==> src/rtl/vcss_pkg.sv <==
// Shared types, codes and constants for the vehicle command safety supervisor.
// Used by the controller, the datapath, the top level and the testbench.
package vcss_pkg;

  // Action codes of an input item
  localparam logic [1:0] ACT_CMD_STATE = 2'd0;
  localparam logic [1:0] ACT_CMD       = 2'd1;
  localparam logic [1:0] ACT_REPORT    = 2'd2;
  localparam logic [1:0] ACT_TIMEOUT   = 2'd3;

  // Configuration register indexes
  localparam logic [2:0] CFG_ACCEL_MIN   = 3'd0;
  localparam logic [2:0] CFG_ACCEL_MAX   = 3'd1;
  localparam logic [2:0] CFG_WA_MIN      = 3'd2;
  localparam logic [2:0] CFG_WA_MAX      = 3'd3;
  localparam logic [2:0] CFG_SPEED_LIMIT = 3'd4;
  localparam logic [2:0] CFG_STEP_US     = 3'd5;
  localparam logic [2:0] CFG_TIMEOUT_US  = 3'd6;
  localparam logic [2:0] CFG_DEADZONE    = 3'd7;

  // Gear codes
  localparam logic [2:0] GR_NONE = 3'd0;
  localparam logic [2:0] GR_DRV  = 3'd1;
  localparam logic [2:0] GR_RVS  = 3'd2;
  localparam logic [2:0] GR_PRK  = 3'd3;
  localparam logic [2:0] GR_LO   = 3'd4;
  localparam logic [2:0] GR_NEU  = 3'd5;

  // Headlight codes
  localparam logic [2:0] HL_NONE = 3'd0;
  localparam logic [2:0] HL_OFF  = 3'd1;
  localparam logic [2:0] HL_LOW  = 3'd2;
  localparam logic [2:0] HL_HIGH = 3'd3;

  // Blinker codes
  localparam logic [2:0] BL_NONE   = 3'd0;
  localparam logic [2:0] BL_OFF    = 3'd1;
  localparam logic [2:0] BL_HAZARD = 3'd4;

  // Wiper codes
  localparam logic [2:0] WP_NONE  = 3'd0;
  localparam logic [2:0] WP_OFF   = 3'd1;
  localparam logic [2:0] WP_LOW   = 3'd2;
  localparam logic [2:0] WP_HIGH  = 3'd3;
  localparam logic [2:0] WP_CLEAN = 3'd4;

  // Mode codes
  localparam logic [1:0] MD_NONE = 2'd0;
  localparam logic [1:0] MD_MAN  = 2'd2;
  localparam logic [1:0] MD_NRDY = 2'd3;

  // Pending request slots
  localparam int unsigned PendN         = 7;
  localparam int unsigned PendWiper     = 0;
  localparam int unsigned PendBlinker   = 1;
  localparam int unsigned PendGear      = 2;
  localparam int unsigned PendHeadlight = 3;
  localparam int unsigned PendMode      = 4;
  localparam int unsigned PendHorn      = 5;
  localparam int unsigned PendHandBrake = 6;

  // Microseconds per second, and quotient bits of the braking divide
  localparam logic signed [20:0] USecPerSec = 21'sd1000000;
  localparam int unsigned DivSteps = 35;

  typedef struct packed {
    logic [1:0]  action;
    logic [15:0] accel_cmd;
    logic [15:0] wheel_angle_cmd;
    logic [15:0] speed;
    logic [2:0]  headlight_code;
    logic [2:0]  blinker_code;
    logic [2:0]  wiper_code;
    logic [2:0]  gear_code;
    logic [1:0]  mode_code;
    logic        horn_on;
    logic        hand_brake_on;
    logic [47:0] time_stamp;
  } in_item_t;

  typedef struct packed {
    logic [15:0] accel_out;
    logic [15:0] wheel_angle_out;
    logic        has_state_cmd;
    logic [1:0]  headlight_out;
    logic [2:0]  blinker_out;
    logic [2:0]  wiper_out;
    logic [2:0]  gear_out;
    logic [1:0]  mode_out;
    logic        horn_out;
    logic        hand_brake_out;
    logic [4:0]  report_flags;
    logic [47:0] stamp_out;
  } out_item_t;

  typedef enum logic [5:0] {
    ST_IDLE  = 6'b000001,
    ST_CLAMP = 6'b000010,
    ST_MUL   = 6'b000100,
    ST_DLOAD = 6'b001000,
    ST_DIV   = 6'b010000,
    ST_FIN   = 6'b100000
  } state_e;

  // Controller to datapath commands
  typedef struct packed {
    logic load_in;
    logic load_clamp;
    logic load_mul;
    logic div_load;
    logic div_step;
    logic finish;
  } dp_cmd_t;

  // Datapath to controller status
  typedef struct packed {
    logic [1:0] action;
  } dp_stat_t;

endpackage

==> src/rtl/vcss_ctrl.sv <==
// Sequencing state machine of the supervisor: input beat, clamp, multiply,
// braking divide and result beat. Depends on vcss_pkg.
module vcss_ctrl import vcss_pkg::*; (
  input  logic     clk_i,
  input  logic     rst_ni,
  input  logic     in_valid_i,
  output logic     in_ready_o,
  output logic     out_valid_o,
  input  logic     out_ready_i,
  input  dp_stat_t stat_i,
  output dp_cmd_t  cmd_o
);

  state_e     state_q, state_d;
  logic       out_valid_q, out_valid_d;
  logic [5:0] cnt_q, cnt_d;

  // Next state and datapath commands
  always_comb begin
    state_d    = state_q;
    cnt_d      = cnt_q;
    cmd_o      = '0;
    in_ready_o = 1'b0;
    case (state_q)
      ST_IDLE: begin
        in_ready_o = 1'b1;
        if (in_valid_i) begin
          cmd_o.load_in = 1'b1;
          state_d       = ST_CLAMP;
        end
      end
      ST_CLAMP: begin
        cmd_o.load_clamp = 1'b1;
        state_d          = ST_MUL;
      end
      ST_MUL: begin
        cmd_o.load_mul = 1'b1;
        state_d        = (stat_i.action == ACT_TIMEOUT) ? ST_DLOAD : ST_FIN;
      end
      ST_DLOAD: begin
        cmd_o.div_load = 1'b1;
        cnt_d          = '0;
        state_d        = ST_DIV;
      end
      ST_DIV: begin
        cmd_o.div_step = 1'b1;
        cnt_d          = cnt_q + 6'd1;
        if (cnt_q == 6'(DivSteps - 1)) begin
          state_d = ST_FIN;
        end
      end
      ST_FIN: begin
        if (!out_valid_q || out_ready_i) begin
          cmd_o.finish = 1'b1;
          state_d      = ST_IDLE;
        end
      end
      default: state_d = ST_IDLE;
    endcase
  end

  // Hold the result beat until taken
  always_comb begin
    out_valid_d = out_valid_q;
    if (out_valid_q && out_ready_i) out_valid_d = 1'b0;
    if (cmd_o.finish) out_valid_d = 1'b1;
  end

  always_ff @(posedge clk_i or negedge rst_ni) begin
    if (!rst_ni) begin
      state_q     <= ST_IDLE;
      out_valid_q <= 1'b0;
      cnt_q       <= '0;
    end else begin
      state_q     <= state_d;
      out_valid_q <= out_valid_d;
      cnt_q       <= cnt_d;
    end
  end

  assign out_valid_o = out_valid_q;

endmodule

==> config.mk <==
export PLATFORM = sky130hd
export DESIGN_NAME = vcss_ctrl
export DESIGN_NICKNAME = d
export VERILOG_FILES = /design/src/rtl/vcss_pkg.sv /design/src/rtl/vcss_ctrl.sv
export SDC_FILE = /design/constraint.sdc
export NUM_CORES = 1
export LEC_CHECK = 0
export BUFFER_PORTS_ARGS = -buffer_cell sky130_fd_sc_hd__buf_2
export CORE_MARGIN = 2
export CORE_UTILIZATION = 40
export CTS_CLUSTER_SIZE = 20
export DETAILED_ROUTE_END_ITERATION = 10
export SLEW_MARGIN = 20
export SYNTH_ARGS = -nofsm -noshare
export SYNTH_HDL_FRONTEND = slang
export SYNTH_SLANG_ARGS = --single-unit
==> constraint.sdc <==
create_clock -name clk_i -period 1.58 [get_ports clk_i]
set_input_delay 0 -clock clk_i [delete_from_list [all_inputs] [get_ports clk_i]]
set_output_delay 0 -clock clk_i [all_outputs]
set_load 0.02 [all_outputs]
## Word level (Yosys, flattened, before mapping)

Index checks and enable logic that the tools add are counted.

- Equality and inequality tests: 11
- Reduce and logical (&&, ||, !) cells: 6
- Multiplexer cells: 17
- Add/subtract/negate cells: 1

Operators with widths:

| operator | count |
|---|---|
| $pmux W6 S6 | 1 |
| $mux W6 | 4 |
| $eq A6 B6 Y1 const B | 2 |
| $pmux W6 S2 | 1 |
| $mux W1 | 11 |
| $add A6 B1 Y6 const B | 1 |
| $eq A6 B1 Y1 const B | 1 |
| $eq A6 B2 Y1 const B | 1 |
| $eq A6 B3 Y1 const B | 1 |
| $eq A6 B4 Y1 const B | 1 |
| $eq A6 B5 Y1 const B | 1 |
| $ne A2 B2 Y1 const B | 3 |
| $reduce_bool A2 Y1 | 2 |
| $reduce_and A3 Y1 | 1 |
| $eq A2 B2 Y1 const B | 1 |
| $logic_and A1 B1 Y1 | 1 |
| $logic_not A1 Y1 | 1 |
| $logic_or A1 B1 Y1 | 1 |

- Word-level logic and storage cells: 38
- Output and inout port bits: 8
- Bits in registers: 13
- Input bits: 6

## Longest topological paths before layout

- Word-level depth: 5
- Mapped depth: 5
- Depth with buffers taken out: 5

## Worst setup path before layout

Ideal clock, no wire load.

- Path kind: reg2reg
- From: register state_q[5]
- To: register state_q[0]
- Path slack: -0.237 ns
- Stages on the path, launching flop included: 4
- Buffers on the path: 0
- Setup time: 0.112 ns
- Required time: 1.468 ns
- Period minus slack after synthesis: 1.817 ns
- Data arrival time: 1.705 ns
- Path through: dfrtp_1 -> or4_4 -> nor3b_1 -> nor4_1

- Longest elaborated chain between the ends: 3
- Elaborated cells between the ends (all ways): 11
- Classes of those cells: eq/ne (9); mux (1); reduce/logical (1)

Ends and longest elaborated chain:

| what | RTL line | text |
|---|---|---|
| from (decl) | vcss_ctrl.sv:14 | `state_e state_q, state_d;` |
| from (signal assigned) | vcss_ctrl.sv:75 | `state_q <= state_d;` |
| $eq A6 B6 Y1 (tied with other cells) | vcss_ctrl.sv:24 | `case (state_q)` |
| $ne A2 B2 Y1 (no line) | n/a |  |
| $reduce_and A3 Y1 (no line) | n/a |  |

Several ways; a longest one is shown, not always the timed one.
A chain may end at the register's enable or synchronous reset.

==> flow_summary.yaml <==
finish:
  syn2layout_area_growth_pct: 41.8
  drive_gt1_frac: 0.410
  final_cell_mix: "17 x buf_4, 10 x dfrtp_1, 8 x buf_2"
  num_antenna_cells: 0
  stdcell_area_sq_um: 1140
  stdcell_count: 144
  fin_nets: 126
  layout.cells.most_common: "buf_4"
setup_path:
  critical_path_class: "flop to output port"
  max_stage_delay_ps: 590
  r2r_start: "state_q[3]$_DFFE_PN0P_"
  cp-end-kind: "output port"
  r2r_cells: 5
  crit_chain: "or4_4 > nor3b_4 > buf_6"
  r2r_end: "state_q[0]$_DFFE_PN1P_"
  worstPathMaxFanout: 5
  cp.arrival_ps: 1640
  cp-start-kind: "flop"
  worstPathRequired_ps: 1580
  rrSetupSlack_ps: 30
  cpMaxStageDelayCell: "or4_4"
yosys:
  synth.distinct_cells: 39
  ys_seq_elements: 13
  synth_cells: 85
  syn_avg_cell_area_sq_um: 9.48
  synth-edff-count: 0
  synth_flop_cell: "dfrtp_1"
  synth_area_sq_um: 806
  async_flop_share: 1.00
  syn_nets: 93
  ys.warnings.count: 0
  synth-seq-area-share: 0.405
detailed_routing:
  drt_first_pass_iters: 4
  antenna_left: 0
  drcViolationCount: 0
  vias_per_cell: 5.37
  drt_wl_total_um: 1920
  drtIter0Drc: 13
  vias: 773
  wl_per_cell_um: 13.3
sta:
  hold_viol: 0
  fmax_ghz: 0.610
  setup_tns_ps: -180
  hold_slack_ps: 145
  worst_slew_pin_slew_ps: 436
  setup_viol: 4
  fin_crit_ps: 1640
  rsz0062_at_grt: "yes"
  finalWorstSetupSlack_ps: -58.4
  min_period_over_period: 1.04
  maxSlewHeadroom: 0.707
  slew_violations: 0
  skew_ps: 3.37
global_route:
  grt_overflow: 0
  grt_max_degree: 14
  antenna_found_initial: 0
  grt_pass1_vias: 644
  grt_pass1_wl_um: 2890
  grt_usage: 0.156
outcome:
  violations: "negative setup slack"
  status: "finished with violations"
power_and_ir_drop:
  power-per-cell-area_nw_per_um2: 1090
  leakagePower_nw: 0.568
  ir_worst_vdd_mv: 0.762
cts:
  cts_tree: "done"
  clock_latency_ps: 270
  clockRootBuffer: "clkbuf_4"
  cts_buffers: 3
  clk_pin_slew_worst_paths_ps: 80
  clockBufferDepth: 2
  clock_sinks: 13
  h-tree-depth: 1
die:
  die_y_um: 48.9
  core_area_sq_um: 1920
  die_area_sq_um: 2390
  fp.dieW_um: 48.9
  start_util: 0.419
  io_pins: 14
  rows: 16
flow_run:
  drv_cap: 0
placed_design:
  hpwl_um: 1200
  dp_slack_ps: 118
  dpl_cell_area_sq_um: 916
  routabilityCongestion: 0.772
  numPortBuffers: 13
  dp.cells: 125
hold_path:
  hp-class: "input port to async pin"
==> how the worst max path moves through the flow <==
stage / from / end / slack [ps] / cells past startpoint
finish: state_q[3]$_DFFE_PN0P_ / cmd_o[4] / -60 / 3
global route: state_q[3]$_DFFE_PN0P_ / cmd_o[4] / -150 / 3
CTS: state_q[1]$_DFFE_PN0P_ / cmd_o[3] / -70 / 3
detailed placement: state_q[0]$_DFFE_PN1P_ / cnt_q[2]$_DFFE_PN0P_ / 120 / 3
global placement: state_q[0]$_DFFE_PN1P_ / cnt_q[0]$_DFFE_PN0P_ / 120 / 3
floorplan: state_q[1]$_DFFE_PN0P_ / state_q[5]$_DFFE_PN0P_ / 10 / 3
==> through the flow <==
stage / utilization / power (mW)
after floorplan: - / 0.744
after global placement: 0.477 / 0.859
after detailed placement: 0.477 / 0.865
after CTS: 0.550 / 1.16
after global routing: 0.594 / 1.34
final: 0.594 / 1.25
==> registers in the layout, summed over array words and instances (netlist names) <==
signal	cells
cnt_q	6
out_valid_o	1
state_q	6
==> cell usage after synthesis, drive strengths merged (2+ instances only) <==
cell	count	area (sq um)
nor4	3	18.8
ha	2	25.0
clkbuf	2	7.51
inv	6	22.5
or4	3	31.3
a21oi	3	15.0
o21ai	7	35.0
buf	3	23.8
o22ai	2	12.5
and3	2	12.5
mux2i	3	30.0
nand2b	2	12.5
nor2	5	18.8
nor3b	5	48.8
dfrtp	12	300
nand4	2	12.5
nand2	5	18.8
and4	2	17.5
==> logic make-up after synthesis <==
logic type      synth area share
fa+ha+maj                 0.0311
flops                      0.405
buf+inv                   0.0668
xor+xnor                  0.0109
mux                       0.0373
compound gates             0.132
simple gates               0.317
==> layer usage <==
metal | track usage | share of wire | vias up
met1 | 0.211 | 0.48 | 380
met2 | 0.249 | 0.49 | 12
li1 | - | - | 379
met5 | 0 | 0 | -
met4 | 0.0714 | 0.0073 | 0
met3 | 0.0184 | 0.021 | 2
==> area by class of cell <==
cell class	instances	area [sq um]
clock buffer	4	26.3
fill	171	779
inverter	6	22.5
tap	27	33.8
timing repair buffer	33	251
multi-input combinational	61	479
sequential	13	329
==> power breakdown <==
part / internal, mW / switching [mW] / total (mW)
registers: 0.383 / 0.0554 / 0.438
logic: 0.316 / 0.287 / 0.603
clock network: 0.0977 / 0.109 / 0.207
total: 0.797 / 0.451 / 1.25
==> critical path: cells and delay by family, from the launching register on <==
family | cells | cell delay [ps]
buffers and inverters | 1 | 150
and+or+nand+nor | 2 | 810
DFF | 1 | 410
==> repair_timing <==
item / CTS / global route
hold endpoints to repair: 16 / 0
resized for setup: 7 / 13
buffers inserted: 6 / 4
hold buffers: 5 / 0
pin swaps: 5 / 1
setup endpoints to repair: 6 / 12
No activity file was read; power rests on OpenSTA's default activity.
