**src/rtl/vcss_pkg.sv**
```systemverilog
// Shared types, codes and constants for the vehicle command safety supervisor.
// Used by the controller, the datapath, the top level and the testbench.
package vcss_pkg;

  // Action codes of an input item
  localparam logic [1:0] ACT_CMD_STATE = 2'd0;
  localparam logic [1:0] ACT_CMD       = 2'd1;
  localparam logic [1:0] ACT_REPORT    = 2'd2;
  localparam logic [1:0] ACT_TIMEOUT   = 2'd3;

  // Configuration register indexes
  localparam logic [2:0] CFG_ACCEL_MIN   = 3'd0;
  localparam logic [2:0] CFG_ACCEL_MAX   = 3'd1;
  localparam logic [2:0] CFG_WA_MIN      = 3'd2;
  localparam logic [2:0] CFG_WA_MAX      = 3'd3;
  localparam logic [2:0] CFG_SPEED_LIMIT = 3'd4;
  localparam logic [2:0] CFG_STEP_US     = 3'd5;
  localparam logic [2:0] CFG_TIMEOUT_US  = 3'd6;
  localparam logic [2:0] CFG_DEADZONE    = 3'd7;

  // Gear codes
  localparam logic [2:0] GR_NONE = 3'd0;
  localparam logic [2:0] GR_DRV  = 3'd1;
  localparam logic [2:0] GR_RVS  = 3'd2;
  localparam logic [2:0] GR_PRK  = 3'd3;
  localparam logic [2:0] GR_LO   = 3'd4;
  localparam logic [2:0] GR_NEU  = 3'd5;

  // Headlight codes
  localparam logic [2:0] HL_NONE = 3'd0;
  localparam logic [2:0] HL_OFF  = 3'd1;
  localparam logic [2:0] HL_LOW  = 3'd2;
  localparam logic [2:0] HL_HIGH = 3'd3;

  // Blinker codes
  localparam logic [2:0] BL_NONE   = 3'd0;
  localparam logic [2:0] BL_OFF    = 3'd1;
  localparam logic [2:0] BL_HAZARD = 3'd4;

  // Wiper codes
  localparam logic [2:0] WP_NONE  = 3'd0;
  localparam logic [2:0] WP_OFF   = 3'd1;
  localparam logic [2:0] WP_LOW   = 3'd2;
  localparam logic [2:0] WP_HIGH  = 3'd3;
  localparam logic [2:0] WP_CLEAN = 3'd4;

  // Mode codes
  localparam logic [1:0] MD_NONE = 2'd0;
  localparam logic [1:0] MD_MAN  = 2'd2;
  localparam logic [1:0] MD_NRDY = 2'd3;

  // Pending request slots
  localparam int unsigned PendN         = 7;
  localparam int unsigned PendWiper     = 0;
  localparam int unsigned PendBlinker   = 1;
  localparam int unsigned PendGear      = 2;
  localparam int unsigned PendHeadlight = 3;
  localparam int unsigned PendMode      = 4;
  localparam int unsigned PendHorn      = 5;
  localparam int unsigned PendHandBrake = 6;

  // Microseconds per second, and quotient bits of the braking divide
  localparam logic signed [20:0] USecPerSec = 21'sd1000000;
  localparam int unsigned DivSteps = 35;

  typedef struct packed {
    logic [1:0]  action;
    logic [15:0] accel_cmd;
    logic [15:0] wheel_angle_cmd;
    logic [15:0] speed;
    logic [2:0]  headlight_code;
    logic [2:0]  blinker_code;
    logic [2:0]  wiper_code;
    logic [2:0]  gear_code;
    logic [1:0]  mode_code;
    logic        horn_on;
    logic        hand_brake_on;
    logic [47:0] time_stamp;
  } in_item_t;

  typedef struct packed {
    logic [15:0] accel_out;
    logic [15:0] wheel_angle_out;
    logic        has_state_cmd;
    logic [1:0]  headlight_out;
    logic [2:0]  blinker_out;
    logic [2:0]  wiper_out;
    logic [2:0]  gear_out;
    logic [1:0]  mode_out;
    logic        horn_out;
    logic        hand_brake_out;
    logic [4:0]  report_flags;
    logic [47:0] stamp_out;
  } out_item_t;

  typedef enum logic [5:0] {
    ST_IDLE  = 6'b000001,
    ST_CLAMP = 6'b000010,
    ST_MUL   = 6'b000100,
    ST_DLOAD = 6'b001000,
    ST_DIV   = 6'b010000,
    ST_FIN   = 6'b100000
  } state_e;

  // Controller to datapath commands
  typedef struct packed {
    logic load_in;
    logic load_clamp;
    logic load_mul;
    logic div_load;
    logic div_step;
    logic finish;
  } dp_cmd_t;

  // Datapath to controller status
  typedef struct packed {
    logic [1:0] action;
  } dp_stat_t;

endpackage

```
**src/rtl/vcss_dp.sv**
```systemverilog
// Datapath of the supervisor: config registers, vehicle state, pending requests,
// clamp, multipliers, restoring divider and result register. Depends on vcss_pkg.
module vcss_dp import vcss_pkg::*; (
  input  logic        clk_i,
  input  logic        rst_ni,
  input  dp_cmd_t     cmd_i,
  output dp_stat_t    stat_o,
  input  logic        cfg_we_i,
  input  logic [2:0]  cfg_idx_i,
  input  logic [31:0] cfg_data_i,
  input  in_item_t    item_i,
  output out_item_t   res_o
);

  // Config registers
  logic signed [15:0] accel_min_q, wa_min_q;
  logic [14:0] accel_max_q, wa_max_q, speed_lim_q, deadzone_q;
  logic [19:0] step_q;
  logic [31:0] timeout_q;

  // Vehicle state
  logic [2:0] cur_gear_q, cur_blinker_q, cur_wiper_q;
  logic [1:0] cur_headlight_q, cur_mode_q, cur_flags_q;
  logic signed [15:0] cur_speed_q;
  logic [2:0]  pend_val_q [PendN];
  logic [47:0] pend_stamp_q [PendN];
  logic [2:0]  pend_val_d [PendN];
  logic [47:0] pend_stamp_d [PendN];

  // Work registers
  in_item_t item_q;
  logic signed [15:0] a_o_q, w_o_q;
  logic hit_q;
  logic signed [36:0] pv_q, pa_q;
  logic [19:0] rem_q;
  logic [34:0] quo_q;
  out_item_t res_q, res_d;

  // Combinational signals
  logic [19:0] step_us;
  logic signed [16:0] acc_x, wa_x, amin_x, amax_x, wmin_x, wmax_x;
  logic signed [15:0] a_c, w_c;
  logic a_hit, w_hit;
  logic signed [36:0] pv, pa, nmag;
  logic [20:0] trial;
  logic div_ge;
  logic signed [36:0] q_raw, amin_q, amax_q;
  logic signed [15:0] q_c;
  logic signed [16:0] a17, mag17, spd17, lim17;
  logic signed [37:0] vn;
  logic over, mag_lt, same_sign, flips, as_core;
  logic [2:0] as_gear;
  logic [2:0] hl_s, bl_s, wp_s, gr_s, hl_f, g0, gr0, g1;
  logic [1:0] md_s;
  logic bad, forced, gbad, to_any;
  logic [2:0] cmd_v [PendN];
  logic [2:0] cur_v [PendN];
  logic [2:0] rep_v [PendN];
  logic late_v [PendN];

  assign stat_o.action = item_q.action;
  assign res_o         = res_q;
  assign step_us       = (step_q == '0) ? 20'd1 : step_q;

  // Config writes
  always_ff @(posedge clk_i or negedge rst_ni) begin
    if (!rst_ni) begin
      accel_min_q <= -16'sd768;
      accel_max_q <= 15'd768;
      wa_min_q    <= -16'sd4096;
      wa_max_q    <= 15'd4096;
      speed_lim_q <= 15'd128;
      step_q      <= 20'd100000;
      timeout_q   <= 32'd3000000;
      deadzone_q  <= 15'd128;
    end else if (cfg_we_i) begin
      case (cfg_idx_i)
        CFG_ACCEL_MIN:   accel_min_q <= cfg_data_i[15:0];
        CFG_ACCEL_MAX:   accel_max_q <= cfg_data_i[14:0];
        CFG_WA_MIN:      wa_min_q    <= cfg_data_i[15:0];
        CFG_WA_MAX:      wa_max_q    <= cfg_data_i[14:0];
        CFG_SPEED_LIMIT: speed_lim_q <= cfg_data_i[14:0];
        CFG_STEP_US:     step_q      <= cfg_data_i[19:0];
        CFG_TIMEOUT_US:  timeout_q   <= cfg_data_i;
        CFG_DEADZONE:    deadzone_q  <= cfg_data_i[14:0];
        default: ;
      endcase
    end
  end

  // Clamp acceleration and wheel angle; minimum check wins
  always_comb begin
    acc_x  = {item_q.accel_cmd[15], item_q.accel_cmd};
    wa_x   = {item_q.wheel_angle_cmd[15], item_q.wheel_angle_cmd};
    amin_x = {accel_min_q[15], accel_min_q};
    amax_x = {2'b00, accel_max_q};
    wmin_x = {wa_min_q[15], wa_min_q};
    wmax_x = {2'b00, wa_max_q};
    a_hit  = 1'b1;
    w_hit  = 1'b1;
    if (acc_x < amin_x) a_c = accel_min_q;
    else if (acc_x > amax_x) a_c = {1'b0, accel_max_q};
    else begin
      a_c   = item_q.accel_cmd;
      a_hit = 1'b0;
    end
    if (wa_x < wmin_x) w_c = wa_min_q;
    else if (wa_x > wmax_x) w_c = {1'b0, wa_max_q};
    else begin
      w_c   = item_q.wheel_angle_cmd;
      w_hit = 1'b0;
    end
  end

  // Speed and acceleration scaled to a common time base
  assign pv = cur_speed_q * USecPerSec;
  assign pa = a_o_q * $signed({1'b0, step_us});

  // One quotient bit per step
  assign nmag   = (pv_q < 0) ? -pv_q : pv_q;
  assign trial  = {rem_q, quo_q[34]};
  assign div_ge = trial >= {1'b0, step_us};

  always_ff @(posedge clk_i) begin
    if (cmd_i.load_in) item_q <= item_i;
    if (cmd_i.load_clamp) begin
      a_o_q <= a_c;
      w_o_q <= w_c;
      hit_q <= a_hit | w_hit;
    end
    if (cmd_i.load_mul) begin
      pv_q <= pv;
      pa_q <= pa;
    end
    if (cmd_i.div_load) begin
      rem_q <= '0;
      quo_q <= nmag[34:0];
    end else if (cmd_i.div_step) begin
      rem_q <= div_ge ? 20'(trial - {1'b0, step_us}) : trial[19:0];
      quo_q <= {quo_q[33:0], div_ge};
    end
    if (cmd_i.finish) res_q <= res_d;
  end

  // Braking command, negated and clamped
  always_comb begin
    q_raw  = (pv_q > 0) ? -$signed({2'b00, quo_q}) : $signed({2'b00, quo_q});
    amin_q = 37'(accel_min_q);
    amax_q = $signed({22'd0, accel_max_q});
    if (q_raw < amin_q) q_c = accel_min_q;
    else if (q_raw > amax_q) q_c = {1'b0, accel_max_q};
    else q_c = q_raw[15:0];
  end

  // Automatic drive/reverse shift near standstill
  always_comb begin
    a17       = {a_o_q[15], a_o_q};
    mag17     = (a17 < 0) ? -a17 : a17;
    spd17     = {cur_speed_q[15], cur_speed_q};
    lim17     = {2'b00, speed_lim_q};
    over      = (spd17 > lim17) || (spd17 < -lim17);
    mag_lt    = mag17 < $signed({2'b00, deadzone_q});
    same_sign = (a_o_q > 0 && cur_speed_q > 0) || (a_o_q < 0 && cur_speed_q < 0);
    vn        = 38'(pv_q) + 38'(pa_q);
    flips     = (cur_speed_q > 0 && vn < 0) || (cur_speed_q < 0 && vn > 0);
    as_core   = !mag_lt && !over && !same_sign && (cur_speed_q == 0 || flips);
    as_gear   = (a_o_q > 0) ? GR_DRV : GR_RVS;
  end

  // Sanitize the state request
  always_comb begin
    bad    = 1'b0;
    forced = 1'b0;
    hl_s   = item_q.headlight_code;
    bl_s   = item_q.blinker_code;
    wp_s   = item_q.wiper_code;
    gr_s   = item_q.gear_code;
    md_s   = item_q.mode_code;
    if (hl_s > HL_HIGH) begin hl_s = HL_NONE; bad = 1'b1; end
    if (bl_s > BL_HAZARD) begin bl_s = BL_NONE; bad = 1'b1; end
    if (wp_s > WP_CLEAN) begin wp_s = WP_NONE; bad = 1'b1; end
    if (gr_s > GR_NEU) begin gr_s = GR_NONE; bad = 1'b1; end
    if (md_s > MD_MAN) begin md_s = MD_NONE; bad = 1'b1; end
    hl_f = hl_s;
    if ((wp_s == WP_LOW || wp_s == WP_HIGH) && hl_s <= HL_OFF) begin
      hl_f   = HL_LOW;
      forced = 1'b1;
    end
    g0   = (gr_s == GR_PRK || !as_core) ? gr_s : as_gear;
    gr0  = (g0 == cur_gear_q) ? GR_NONE : g0;
    gbad = (gr0 != GR_NONE) && over;
    if (gbad) gr0 = GR_NONE;
    g1   = (cur_gear_q == GR_PRK || !as_core) ? cur_gear_q : as_gear;
  end

  // Pending request cache and timeout check
  always_comb begin
    cmd_v[PendWiper]     = wp_s;
    cmd_v[PendBlinker]   = bl_s;
    cmd_v[PendGear]      = gr0;
    cmd_v[PendHeadlight] = hl_f;
    cmd_v[PendMode]      = {1'b0, md_s};
    cmd_v[PendHorn]      = {2'b00, item_q.horn_on};
    cmd_v[PendHandBrake] = {2'b00, item_q.hand_brake_on};
    cur_v[PendWiper]     = cur_wiper_q;
    cur_v[PendBlinker]   = cur_blinker_q;
    cur_v[PendGear]      = cur_gear_q;
    cur_v[PendHeadlight] = {1'b0, cur_headlight_q};
    cur_v[PendMode]      = {1'b0, cur_mode_q};
    cur_v[PendHorn]      = {2'b00, cur_flags_q[0]};
    cur_v[PendHandBrake] = {2'b00, cur_flags_q[1]};
    rep_v[PendWiper]     = item_q.wiper_code;
    rep_v[PendBlinker]   = item_q.blinker_code;
    rep_v[PendGear]      = item_q.gear_code;
    rep_v[PendHeadlight] = {1'b0, item_q.headlight_code[1:0]};
    rep_v[PendMode]      = {1'b0, item_q.mode_code};
    rep_v[PendHorn]      = {2'b00, item_q.horn_on};
    rep_v[PendHandBrake] = {2'b00, item_q.hand_brake_on};
    to_any = 1'b0;
    for (int i = 0; i < PendN; i++) begin
      pend_val_d[i]   = pend_val_q[i];
      pend_stamp_d[i] = pend_stamp_q[i];
      late_v[i] = {1'b0, item_q.time_stamp} > ({1'b0, pend_stamp_q[i]} + {17'd0, timeout_q});
      if (item_q.action == ACT_CMD_STATE) begin
        if ((cmd_v[i] != 3'd0 || i >= PendHorn) && cmd_v[i] != cur_v[i]) begin
          pend_val_d[i]   = cmd_v[i];
          pend_stamp_d[i] = item_q.time_stamp;
        end
      end else if (item_q.action == ACT_REPORT) begin
        if (i >= PendHorn) begin
          if (pend_val_q[i] != rep_v[i] && late_v[i]) to_any = 1'b1;
        end else if (pend_val_q[i] != 3'd0) begin
          if (pend_val_q[i] == rep_v[i]) begin
            pend_val_d[i]   = 3'd0;
            pend_stamp_d[i] = '0;
          end else if (late_v[i]) begin
            to_any = 1'b1;
          end
        end
      end
    end
  end

  // Result beat
  always_comb begin
    res_d           = '0;
    res_d.stamp_out = item_q.time_stamp;
    case (item_q.action)
      ACT_CMD_STATE: begin
        res_d.accel_out       = a_o_q;
        res_d.wheel_angle_out = w_o_q;
        res_d.has_state_cmd   = 1'b1;
        res_d.headlight_out   = hl_f[1:0];
        res_d.blinker_out     = bl_s;
        res_d.wiper_out       = wp_s;
        res_d.gear_out        = gr0;
        res_d.mode_out        = md_s;
        res_d.horn_out        = item_q.horn_on;
        res_d.hand_brake_out  = item_q.hand_brake_on;
        res_d.report_flags    = {1'b0, gbad, forced, bad, hit_q};
      end
      ACT_CMD: begin
        res_d.accel_out       = a_o_q;
        res_d.wheel_angle_out = w_o_q;
        res_d.has_state_cmd   = (g1 != cur_gear_q);
        res_d.gear_out        = (g1 != cur_gear_q) ? g1 : GR_NONE;
        res_d.report_flags    = {4'b0000, hit_q};
      end
      ACT_REPORT: begin
        res_d.report_flags = {to_any, 4'b0000};
      end
      ACT_TIMEOUT: begin
        res_d.accel_out     = q_c;
        res_d.has_state_cmd = 1'b1;
        res_d.blinker_out   = BL_HAZARD;
      end
      default: ;
    endcase
  end

  // Vehicle state and pending requests
  always_ff @(posedge clk_i or negedge rst_ni) begin
    if (!rst_ni) begin
      cur_gear_q      <= GR_DRV;
      cur_blinker_q   <= BL_OFF;
      cur_wiper_q     <= WP_OFF;
      cur_headlight_q <= HL_OFF[1:0];
      cur_mode_q      <= MD_NRDY;
      cur_flags_q     <= '0;
      cur_speed_q     <= '0;
      for (int i = 0; i < PendN; i++) begin
        pend_val_q[i]   <= '0;
        pend_stamp_q[i] <= '0;
      end
    end else if (cmd_i.finish) begin
      if (item_q.action == ACT_REPORT) begin
        cur_gear_q      <= item_q.gear_code;
        cur_blinker_q   <= item_q.blinker_code;
        cur_wiper_q     <= item_q.wiper_code;
        cur_headlight_q <= item_q.headlight_code[1:0];
        cur_mode_q      <= item_q.mode_code;
        cur_flags_q     <= {item_q.hand_brake_on, item_q.horn_on};
        cur_speed_q     <= item_q.speed;
      end
      for (int i = 0; i < PendN; i++) begin
        pend_val_q[i]   <= pend_val_d[i];
        pend_stamp_q[i] <= pend_stamp_d[i];
      end
    end
  end

endmodule

```
**config.mk**
```make
export PLATFORM = sky130hd
export DESIGN_NAME = vcss_dp
export DESIGN_NICKNAME = d
export VERILOG_FILES = /design/src/rtl/vcss_pkg.sv /design/src/rtl/vcss_dp.sv
export SDC_FILE = /design/constraint.sdc
export NUM_CORES = 2
export LEC_CHECK = 0
export ABC_CLOCK_PERIOD_IN_PS = 11750
export BUFFER_PORTS_ARGS = -buffer_cell sky130_fd_sc_hd__clkbuf_2
export CAP_MARGIN = 10
export CELL_PAD_IN_SITES_DETAIL_PLACEMENT = 0
export CELL_PAD_IN_SITES_GLOBAL_PLACEMENT = 1
export CORE_MARGIN = 10
export CORE_UTILIZATION = 55
export DETAILED_ROUTE_END_ITERATION = 10
export PLACE_DENSITY_LB_ADDON = 0.1
export SYNTH_ARGS = -nofsm -noshare
export SYNTH_HDL_FRONTEND = slang
export SYNTH_SLANG_ARGS = --single-unit
```
**constraint.sdc**
```tcl
create_clock -name clk_i -period 11.75 [get_ports clk_i]
set_clock_uncertainty 0.2 [all_clocks]
set_input_delay 2.35 -clock clk_i [delete_from_list [all_inputs] [get_ports clk_i]]
set_output_delay 2.35 -clock clk_i [all_outputs]
set_load 0.05 [all_outputs]
```
* Yosys cells after proc, flatten, opt, wreduce, memory -nomap -nowiden
Cells that the tools add are included.
Storage, ports and cells: register bits 899, logic and storage cells 323, output and inout port bits 103
Operators by class: bitwise logic cells 1, $lt $le $gt $ge 31, equality and inequality tests 35, add/sub/neg operators 13, mux-type cells 109, reduce and logical (&&, ||, !) cells 72, multiply operators 2
Operator list (count):
- $mux 48 | 25
- $add 48x32->49 | 7
- $gt 48x49->1 | 7
- $mux 3 | 35
- $mux 35 | 3
- $mux 16 | 6
- $gt 16x16->1 | 3
- $mux 20 | 2
- $add 37x37->38 | 1
- $gt 38x1->1 const B | 1
- $lt 38x1->1 const B | 1
- $gt 37x1->1 const B | 1
- $gt 37x16->1 | 1
- $lt 37x1->1 const B | 1
- $lt 37x16->1 | 1
- $mul 16x21->37 | 1
- $mux 37 | 1
- $neg 35->37 | 1
- $neg 35->35 | 1
- $gt 16x1->1 const B | 2
- $logic_not 32->1 | 1
- $lt 16x1->1 const B | 2
- $lt 16x16->1 | 2
- $pmux 16 s2 | 1
- 42 further kinds | 156

* Depth between registers and ports, before layout
depth after elaboration 22, depth in mapped cells 32, depth with buffers taken out 32

* Worst setup path before layout
Ideal clock, no wire load.
kind flip-flop to flip-flop, from register step_q[15], to register pa_q[34] (data pin), clock period less this slack 7.259 ns, cell stages (with the launch flop) 29, slack 4.491 ns, data required time 11.292 ns, arrival time 6.802 ns, library setup time 0.258 ns, cells stage by stage dfstp_2 -> clkbuf_1 -> nor4_1 -> a31o_2 -> clkbuf_1 -> inv_1 -> nand2_1 -> fa_1 -> fa_1 -> inv_1 -> fa_1 -> inv_1 -> fa_1 -> fa_1 -> inv_1 -> fa_1 -> ha_1 -> o21ai_0 -> nand2b_1 -> a21boi_0 -> o21ai_0 -> a21o_1 -> a31o_2 -> o211ai_1 -> a21oi_1 -> o21ai_0 -> a221oi_1 -> nor2b_1 -> xnor2_1
On the way: cells in the longest elaborated chain, start to end 3
RTL lines:
- start, declared | line vcss_dp.sv:18 | logic [19:0] step_q;
- start signal, assigned | line vcss_dp.sv:83 | CFG_STEP_US: step_q <= cfg_data_i[19:0];
- $logic_not 20->1 | line vcss_dp.sv:63 | assign step_us = (step_q == '0) ? 20'd1 : step_q;
- $mux 20 (*) | line vcss_dp.sv:63
- $mul 16x21->37 (*) | line vcss_dp.sv:117 | assign pa = a_o_q * $signed({1'b0, step_us});
- net pa[34] | line vcss_dp.sv:44 | logic signed [36:0] pv, pa, nmag;
- end signal, assigned | line vcss_dp.sv:133 | pa_q <= pa;
- end, declared | line vcss_dp.sv:34 | logic signed [36:0] pv_q, pa_q;
The timed path passes the listed nets; every way through them passes the cells marked *. A chain may end at the register's enable or synchronous reset.

* Final worst setup path
from register timeout_q[1], to register res_q (netlist bit res_o[52]) (data pin)
On the way: cells in the longest elaborated chain, start to end 22, elaborated cells between the ends (all ways) 36, classes of those cells add/sub (7); order compare (7); mux (20); reduce/logical (2)
RTL lines:
- start, declared | line vcss_dp.sv:19 | logic [31:0] timeout_q;
- start signal, assigned | line vcss_dp.sv:84 | CFG_TIMEOUT_US: timeout_q <= cfg_data_i;
- $add 48x32->49 | line vcss_dp.sv:223 | late_v[i] = {1'b0, item_q.time_stamp} > ({1'b0, pend_stamp_q[i]} + {17'd0, timeout_q});
- $gt 48x49->1 | line vcss_dp.sv:223
- $mux 1 | line vcss_dp.sv:236 | end else if (late_v[i]) begin
- $mux 1 | line vcss_dp.sv:233 | if (pend_val_q[i] == rep_v[i]) begin
- $mux 1 | line vcss_dp.sv:232 | end else if (pend_val_q[i] != 3'd0) begin
- $mux 1 | line vcss_dp.sv:229 | end else if (item_q.action == ACT_REPORT) begin
- $mux 1 | line vcss_dp.sv:224 | if (item_q.action == ACT_CMD_STATE) begin
- $mux 1 | line vcss_dp.sv:236
- [6 not listed]
- $mux 1 | line vcss_dp.sv:233
- $mux 1 | line vcss_dp.sv:232
- $mux 1 | line vcss_dp.sv:236
- $mux 1 | line vcss_dp.sv:233
- $mux 1 | line vcss_dp.sv:232
- $mux 1 | line vcss_dp.sv:231 | if (pend_val_q[i] != rep_v[i] && late_v[i]) to_any = 1'b1;
- $mux 1 (*) | line vcss_dp.sv:231
- $pmux 5 s3 (*) | line vcss_dp.sv:248 | case (item_q.action)
- end signal, assigned | line vcss_dp.sv:142 | if (cmd_i.finish) res_q <= res_d;
- end, declared | line vcss_dp.sv:37 | out_item_t res_q, res_d;
Every way passes the cells marked *; elsewhere a longest branch is shown, timed or not.

==> qor.csv <==
stage;metric;value;unit
yosys;leading area contributor after synthesis;ha_1;
yosys;fraction of registers with async set/reset;58.7;%
die;Site Rows;136;
clock_tree;CTS tree;yes;
die;Die Ht;391;um
critical_path;crit-path max FO;15;
yosys;commonest register cell after synthesis;dfrtp_1;
placement;placed inst area;79500;um^2
timing;slew margin rel.;15.5;%
timing;FMAX;0.115;GHz
critical_path;crit-path leading delay family;compound AO/OA/AOI/OAI gates;
worst_hold_path;WHS Path Cells;1;
layout;fin nets;9570;
critical_path;WP data required;12.05;ns
placement;Final GP Congestion;0.944;
global_routing;largest net degree at the start of global routing;141;
routing;# DRC;0;
clock_tree;Root Buffer Master;clkbuf_16;
worst_hold_path;Hold Crit Class;register to register;
yosys;post-synth net total;9328;
critical_path;Startpoint Class;register;
critical_path;Largest stage delay, worst path;0.67;ns
critical_path;Setup CP Type;register to register;
die;I/O Pins;261;
timing;final hold slack;0.274;ns
timing;unrepaired setup endpoints after global routing;no;
yosys;Yosys warnings;0;
die;Core Area;137000;um^2
clock_tree;Clock transition at path regs;0.07;ns
placement;hpwl dp;185000;um
worst_hold_path;Hold Crit Start;item_q[73];
placement;# port buffers;260;
timing;time the worst path needs with I/O delays and setup;8.67;ns
critical_path;critical path arrival;8.97;ns
yosys;Seq/Total Area, Yosys;31.9;%
layout;highest-count cells in the layout ignoring fill and taps;1044 x ha_1, 790 x nand2_1, 682 x inv_1;
clock_tree;hold buffer count at CTS;0;
yosys;Post-synth EDFFs;351;
global_routing;vias in the first global route;58600;
die;die width;391;um
global_routing;total grt overflow;0;
clock_tree;CTS resizes;0;
routing;final wirelength;244000;um
timing;final setup vio count;0;
timing;final period utilization;73.8;%
critical_path;r2r worst-path depth;25;
timing;setup TNS;0;ns
routing;DR vias/cell;6.06;
yosys;post-synthesis instance total;7796;
clock_tree;post-CTS setup repair buffer count;0;
layout;commonest non-fill, non-tap cell in the layout;ha_1;
layout;Area Overhead vs Synth;9.54;%
critical_path;Critical R2R Capture;res_o[52];
timing;Max Transition Viols Final;0;
yosys;synth top area cells;ha_1 17%, dfrtp_1 16%, edfxtp_1 14%;
status;status;finished, final reports clean;
clock_tree;CTS Sinks;898;
clock_tree;H-tree depth;3;
die;Initial Util;55.3;%
critical_path;R2R Path Start;timeout_q[1];
layout;Final Cell Area;83100;um^2
critical_path;flop2flop setup slack;3.08;ns
flow_run;Max Cap Violations;0;
timing;Hold Vio Cnt, Final;0;
yosys;Mean Syn Cell Area;9.73;um^2
critical_path;Worst setup EP type;register;
routing;DR iter-0 viols;5717;
layout;# fillers;11900;
global_routing;Total GRT Usage;31.6;%
routing;1st-pass router iterations;5;
critical_path;Bufs and invs on worst path;0;
yosys;Synth Register Bits;898;
clock_tree;TritonCTS buffer count;105;
worst_hold_path;Hold Path Sink;cur_speed_q[9];
routing;WL per Instance;24.6;um
yosys;Yosys top cell area share;17.2;%
routing;vias;60100;
clock_tree;Bufs on Longest Clock Path;3;
yosys;Netlist cell types;85;
yosys;Cell Area, Synth;75900;um^2
layout;layout cells sized above 1;10.6;%
critical_path;CP max stage cell;a221oi_1;
global_routing;first-pass GRT wire length;370000;um
clock_tree;Skew-Pair Late Insertion Delay;0.77;ns
global_routing;initial antenna violation count;7;
routing;DRT antenna net count;0;
timing;Tightest Pin Transition;1.27;ns
die;die area;153000;um^2
==> how the worst max path moves through the flow <==
stage / startpoint / end / slack (ns) / cells after the start
after floorplan: step_q[15] / pa_q[34] / 4.49 / 28
after global placement: timeout_q[1] / res_o[52] / 3.30 / 25
after detailed placement: timeout_q[1] / res_o[52] / 3.12 / 25
after CTS: timeout_q[1] / res_o[52] / 3.10 / 25
after global routing: timeout_q[1] / res_o[52] / 2.61 / 25
final: timeout_q[1] / res_o[52] / 3.08 / 25
==> cell usage after synthesis, types with 16 or more instances <==
cell and number:
ha_1 1045, nand2_1 791, inv_1 682, o21ai_0 543
dfrtp_1 489, a21oi_1 392, nor2_1 356, edfxtp_1 351
fa_1 329, xnor2_1 286, mux2_2 222, xor2_1 213
clkbuf_1 207, a21o_1 188, nand3_1 179, mux2i_1 141
nor2b_1 140, nand4_1 126, nand2b_1 119, and2_1 118
nor3_1 97, o21a_1 75, and3_1 54, nor4_1 46
o21bai_1 45, o31ai_1 44, a211oi_1 41, dfstp_2 38
or3_1 34, a31oi_1 33, o211ai_1 24, o221ai_1 23
o41ai_1 21, dfxtp_1 20, or2_2 20, o2111ai_1 17
a221oi_1 16, nor3b_1 16
==> cells by family after synthesis <==
logic type / Yosys count / synth area share (%)
simple gates: 2153 / 13.7
flops: 898 / 31.9
mux: 363 / 5.15
compound gates: 1601 / 13.1
xor+xnor: 499 / 5.76
buf+inv: 908 / 4.55
fa+ha+maj: 1374 / 25.9
==> registers in the layout, summed over array words and instances, names as in the netlist, 20 cells and up <==
| register | flops |
|---|---|
| rem_q | 20 |
| step_q | 20 |
| item_q | 94 |
| timeout_q | 32 |
| res_o | 101 |
| pv_q | 31 |
| pend_stamp_q | 336 |
| quo_q | 35 |
| pa_q | 37 |
==> worst reg2reg max path, stage by stage (launching register included) <==
cell and delay [ns]:
dfrtp_1 0.66, fa_1 0.58, a21o_1 0.20, a21o_1 0.23
a21oi_1 0.39, o311ai_0 0.22, a221oi_1 0.67, o21ai_0 0.26
o41ai_1 0.59, o31ai_1 0.25, or4_1 0.54, a31o_2 0.27
a21o_1 0.24, nand2_1 0.20, nor2_1 0.08, xnor2_1 0.14
ha_1 0.32, nand4_1 0.16, nor4_1 0.47, nand2_1 0.18
nor3_1 0.50, a21oi_1 0.23, o41ai_1 0.13, a31oi_1 0.15
o41ai_1 0.43, o2111ai_1 0.16
==> metal layers <==
metal  vias to the layer above  track usage (%)  wire length [um]
met5                         -                0               143
met4                         6             8.05              6680
met3                       323             8.66             25400
met2                      2314             43.4             96500
met1                     29500             48.2            115000
li1                      28000                -                 -
==> area by class of cell <==
cell class	instances	area, um^2	area share [%]
multi-input combinational	5990	48400	58.3
inverter	683	2560	3.08
clock inverter	63	782	0.941
sequential	898	24200	29.1
tap	1794	2240	2.70
clock buffer	135	2830	3.40
antenna	3	7.51	0.00903
timing repair buffer	360	2100	2.53
==> stage by stage <==
step	utilization, %	instances	worst slack (ns)
2_1_floorplan	-	7796	4.49
3_5_place_dp	57.9	9724	3.12
6_report	60.5	9926	3.08
5_1_grt	60.5	9923	2.61
4_1_cts	60.5	9922	3.10
3_3_place_gp	57.9	9724	3.30
Power is not shown: default switching activity piles up to over one toggle a cycle in this logic, so the estimate is an artifact.
